`src/design/lpip_pkg.sv`:
```
// Shared types and constants for the lidar point projection unit.
// No dependencies.
`timescale 1ns / 1ps
`default_nettype none
package lpip_pkg;
  localparam int XW   = 18;  // point coordinate width
  localparam int CW   = 32;  // matrix coefficient width
  localparam int PRW  = 50;  // one product
  localparam int PW   = 52;  // row dot product, 24 fraction bits
  localparam int MW   = 54;  // numerator / denominator magnitude
  localparam int DIMW = 13;  // image dimension register width
  localparam int PIXW = 12;  // pixel coordinate width
  localparam int IDXW = 8;   // config register index width
  localparam int DATW = 64;  // config data width

  localparam logic [1:0] ST_OK         = 2'd0;
  localparam logic [1:0] ST_BEHIND     = 2'd1;
  localparam logic [1:0] ST_ZERO_DEPTH = 2'd2;
  localparam logic [1:0] ST_OUTSIDE    = 2'd3;

  localparam logic [IDXW-1:0] REG_ROW0_01 = 8'd0;
  localparam logic [IDXW-1:0] REG_ROW0_23 = 8'd1;
  localparam logic [IDXW-1:0] REG_ROW1_01 = 8'd2;
  localparam logic [IDXW-1:0] REG_ROW1_23 = 8'd3;
  localparam logic [IDXW-1:0] REG_ROW2_01 = 8'd4;
  localparam logic [IDXW-1:0] REG_ROW2_23 = 8'd5;
  localparam logic [IDXW-1:0] REG_WIDTH   = 8'd6;
  localparam logic [IDXW-1:0] REG_HEIGHT  = 8'd7;

  localparam logic [DIMW-1:0] WIDTH_RST  = 13'd1242;
  localparam logic [DIMW-1:0] HEIGHT_RST = 13'd375;

  // per-item flags that ride alongside the dividers
  typedef struct packed {
    logic behind;
    logic zero;
    logic neg_c;
    logic neg_r;
  } lpip_flags_t;
endpackage

```
`src/design/lpip_div.sv`:
```
// Pipelined restoring divider, one quotient bit per stage, with an
// overflow flag for quotients of 2**QW or more. Depends on lpip_pkg.
`timescale 1ns / 1ps
`default_nettype none
module lpip_div #(
  parameter int QW = 13
) (
  input  wire logic                      clk,
  input  wire logic [QW:0]               en,
  input  wire logic [lpip_pkg::MW-1:0]   num,
  input  wire logic [lpip_pkg::MW-1:0]   den,
  output logic      [QW-1:0]             quo,
  output logic                           ovf
);
  localparam int EW = lpip_pkg::MW + QW;

  logic [lpip_pkg::MW-1:0] rem_r [QW+1];
  logic [lpip_pkg::MW-1:0] den_r [QW+1];
  logic [QW-1:0]           q_r   [QW+1];
  logic                    ovf_r [QW+1];

  // stage 0: range check against den * 2**QW
  always_ff @(posedge clk) begin
    if (en[0]) begin
      rem_r[0] <= num;
      den_r[0] <= den;
      q_r[0]   <= '0;
      ovf_r[0] <= EW'(num) >= (EW'(den) << QW);
    end
  end

  for (genvar s = 1; s <= QW; s++) begin : g_stage
    logic [EW-1:0] trial;
    logic          take;
    assign trial = EW'(den_r[s-1]) << (QW - s);
    assign take  = !ovf_r[s-1] && (EW'(rem_r[s-1]) >= trial);
    always_ff @(posedge clk) begin
      if (en[s]) begin
        rem_r[s] <= take ? lpip_pkg::MW'(EW'(rem_r[s-1]) - trial) : rem_r[s-1];
        den_r[s] <= den_r[s-1];
        q_r[s]   <= q_r[s-1] | (take ? (QW'(1) << (QW - s)) : '0);
        ovf_r[s] <= ovf_r[s-1];
      end
    end
  end

  assign quo = q_r[QW];
  assign ovf = ovf_r[QW];
endmodule
`default_nettype wire
```
`config.mk`:
```
export PLATFORM = sky130hd
export DESIGN_NAME = lpip_div
export DESIGN_NICKNAME = d
export VERILOG_FILES = /design/src/design/lpip_pkg.sv /design/src/design/lpip_div.sv
export SDC_FILE = /design/constraint.sdc
export NUM_CORES = 2
export LEC_CHECK = 0
export BUFFER_PORTS_ARGS = -buffer_cell sky130_fd_sc_hd__clkbuf_2
export CAP_MARGIN = 20
export CORE_MARGIN = 1.5
export CORE_UTILIZATION = 59
export DETAILED_ROUTE_END_ITERATION = 8
export PLACE_DENSITY = 0.75
export SETUP_SLACK_MARGIN = 0.3
export SLEW_MARGIN = 5
export SYNTH_ARGS = -nofsm -noshare
export SYNTH_HDL_FRONTEND = slang
export SYNTH_SLANG_ARGS = --single-unit
```
`constraint.sdc`:
```
create_clock -name clk -period 5.24 [get_ports clk]
set_input_delay 1.048 -clock clk [delete_from_list [all_inputs] [get_ports clk]]
set_output_delay 1.048 -clock clk [all_outputs]
set_load 0.005 [all_outputs]
```
==> impl_metrics.py <==
metrics = {
    "run_status": {
        "status": "finished clean",
    },
    "floorplan": {
        "die_area_mm2": 0.1520,
        "fp.dieH_um": 389.8,
        "initial_core_util_pct": 59.57,
        "core_area_mm2": 0.1482,
        "die_x_um": 389.8,
        "rows": 141,
        "boundaryPins": 137,
    },
    "setup_path": {
        "cpLargestDelayFamily": "compound AO/OA/AOI/OAI gates",
        "cp.arrival_ns": 5.17,
        "max_stage_delay_ns": 0.70,
        "cp_cell_sequence": "ha_1 -> fa_1 -> nor2b_1 -> o21a_1 -> o21ai_1 -> a21oi_2 -> a21oi_1 -> o41ai_2 -> a21oi_1 -> nor2_1 -> o2111ai_1 -> a211o_2 -> mux2_1",
        "cp_num_buf_inv": 0,
        "worstSetupPathType": "register to register",
        "cp-start-kind": "register",
        "crit_path_max_fanout": 44,
        "cp-end-kind": "register",
        "crit_top_cell": "a21oi_1",
        "crit_required_ns": 5.76,
        "slowest_stage": "a211o_2",
    },
    "placed_design": {
        "dp.cells": 9880,
        "post-place-ws_ns": 0.5753,
        "hpwl_um": 155500,
        "place.gp.congestion": 0.9945,
        "portBuffers": 136,
    },
    "final_layout": {
        "post_route_cells_drive_above_1_share_pct": 10.06,
        "finalNetCount": 8916,
        "multiInputGateArea_mm2": 0.03872,
        "stdcell_count": 10179,
        "n_antenna_cell": 0,
        "utilization_pct": 65.23,
        "area_growth_pct": 9.497,
        "fillers": 11269,
        "ff_latch_area_mm2": 0.04531,
    },
    "drt": {
        "via_per_inst": 5.839,
        "dr.pass1.iters": 6,
        "postRouteAntennaNets": 0,
        "routed_wl_um": 196700,
        "drc": 0,
        "drt_iter0_drc": 3427,
        "vias": 59436,
        "wire_per_inst_um": 19.32,
    },
    "cts": {
        "cts_setup_buffers": 0,
        "clk_pin_slew_worst_paths_ns": 0.06,
        "clockBufferDepth": 3,
        "cts.sinks": 1509,
        "clock_latency_ns": 0.80,
        "root_buffer": "clkbuf_16",
        "cts_tree": "built",
        "cts_buffers": 164,
        "cts-resized-gates": 0,
        "cts.hold.buffers_added": 0,
        "htreeDepth": 4,
    },
    "synthesis": {
        "synth_edf_count": 1509,
        "synthTopCellsByArea": "edfxtp_1, ha_1, mux2_2, a21oi_1, inv_1",
        "synth_common_cells": "edfxtp_1, inv_1, ha_1",
        "synth_top_area_share_pct": 51.33,
        "syn-num-nets": 8799,
        "yosysWarnings": 0,
        "yosysTopAreaCell": "edfxtp_1",
        "syn_avg_cell_area_um2": 11.04,
        "async_reset_ff_share_pct": 0,
        "ys_ff_latch": 1509,
        "synthDistinctLibCells": 93,
        "synth-seq-area-share_pct": 51.33,
        "syn-cell-area_mm2": 0.08828,
        "syn_inst": 7999,
        "synth_flop_cell": "edfxtp_1",
        "synthMostInstantiatedCell": "edfxtp_1",
    },
    "timing": {
        "slew_headroom_pct": 25.91,
        "hold_violations": 0,
        "setup_viol": 0,
        "rsz0062_at_grt": "false",
        "drv_slew": 0,
        "min_period_over_period_pct": 88.71,
        "hold_ws_ns": 0.4142,
        "setup_tns_ns": 0,
        "worstMarginPinSlew_ns": 1.097,
        "fin_worst_skew_ns": 0.02735,
        "max_freq_mhz": 215.1,
        "fin_ws_ns": 0.5914,
        "min_period_ns": 4.649,
    },
    "global_route": {
        "track_usage_pct": 25.67,
        "antenna_found_initial": 1,
        "overflow": 0,
        "busiest_layer": "met2",
        "grt_pass1_vias": 59961,
        "use_met2_pct": 48.74,
        "grt_pass1_wl_um": 308500,
        "grt_max_degree": 122,
        "grtUsageMet1_pct": 27.13,
        "met3_usage_pct": 2.894,
    },
    "pwr": {
        "leakage_uw": 0.04048,
        "power_density_mw_per_mm2": 329.8,
        "peakVddDrop_mv": 0.3011,
    },
    "worst_hold_path": {
        "min_path_type": "register to register",
    },
    "flow_run": {
        "maxCapViolations": 0,
    },
}
## per-layer routing
metal | wire length [um] | vias up
li1 | - | 29608
met2 | 102900 | 1530
met3 | 6571 | 533
met5 | 0 | -
met4 | 12250 | 0
met1 | 74940 | 27765
## cell families (layout without fill, tap and decap cells)
group	count (synthesis)	count (layout)	share of synthesized area, %
AND/OR/NAND/NOR	1700	1700	9.337
AO/OA/AOI/OAI	2178	2178	15.51
buffers and inverters	1096	1346	4.893
adder cells (fa/ha/maj)	677	677	9.697
flip-flops	1509	1509	51.33
multiplexers	334	334	4.222
XOR/XNOR	505	505	5.010
## worst paths after layout
| path | from | end | slack (ns) | cells after the start |
|---|---|---|---|---|
| worst max-delay path | den_r[0][162] | rem_r[0][248] | 0.59 | 13 |
| worst min-delay path | q_r[1][22] | q_r[1][35] | 0.41 | 0 |
| worst min register to register | q_r[1][22] | q_r[1][35] | 0.41 | 0 |
| worst max register to register | den_r[0][162] | rem_r[0][248] | 0.59 | 13 |
## report_power, final
| part | total, uW | internal, uW | switching [uW] |
|---|---|---|---|
| Combinational | 5640 | 2310 | 3330 |
| Sequential | 14600 | 14200 | 436 |
| Clock | 11600 | 6830 | 4790 |
## cells in the final DEF (no fill, tap or decap), types with 25 or more instances in the layout
master / n
nor2b_1: 89
a21oi_1: 647
clkbuf_2: 123
buf_4: 62
edfxtp_1: 1509
o21ai_0: 509
xor2_1: 185
or3_1: 25
ha_1: 665
and3_1: 61
o211ai_1: 30
nand2b_1: 78
a21o_1: 391
o31ai_1: 41
a211oi_1: 38
clkbuf_1: 30
nor2_1: 328
nand2_1: 589
a31oi_1: 78
mux2_2: 298
nand3_1: 114
clkbuf_16: 164
xnor2_1: 320
inv_1: 837
nor4_1: 51
mux2i_1: 27
o21bai_1: 109
clkinv_2: 30
o21a_1: 74
nor3_1: 91
nand4_1: 148
and2_1: 27
## layout make-up
cell class                 instances  area share [%]
clock buffer                     194           4.362
clock inverter                   105           1.368
inverter                         840           3.262
multi-input combinational       5394           40.06
sequential                      1509           46.88
tap                             1930           2.498
timing repair buffer             207           1.574
## flip-flops by register name (all words and copies together) (netlist names)
name / count
rem_r: 702
ovf_r: 14
q_r: 91
den_r: 702
## through the flow
| step | area, um2 | total power, uW |
|---|---|---|
| 2_1_floorplan | 88280 | 18760 |
| 3_3_place_gp | 91120 | 20330 |
| 3_5_place_dp | 91120 | 20420 |
| 4_1_cts | 96660 | 32080 |
| 5_1_grt | 96660 | 33250 |
| 6_report | 96660 | 31880 |
(Power assumes the default switching activity.)
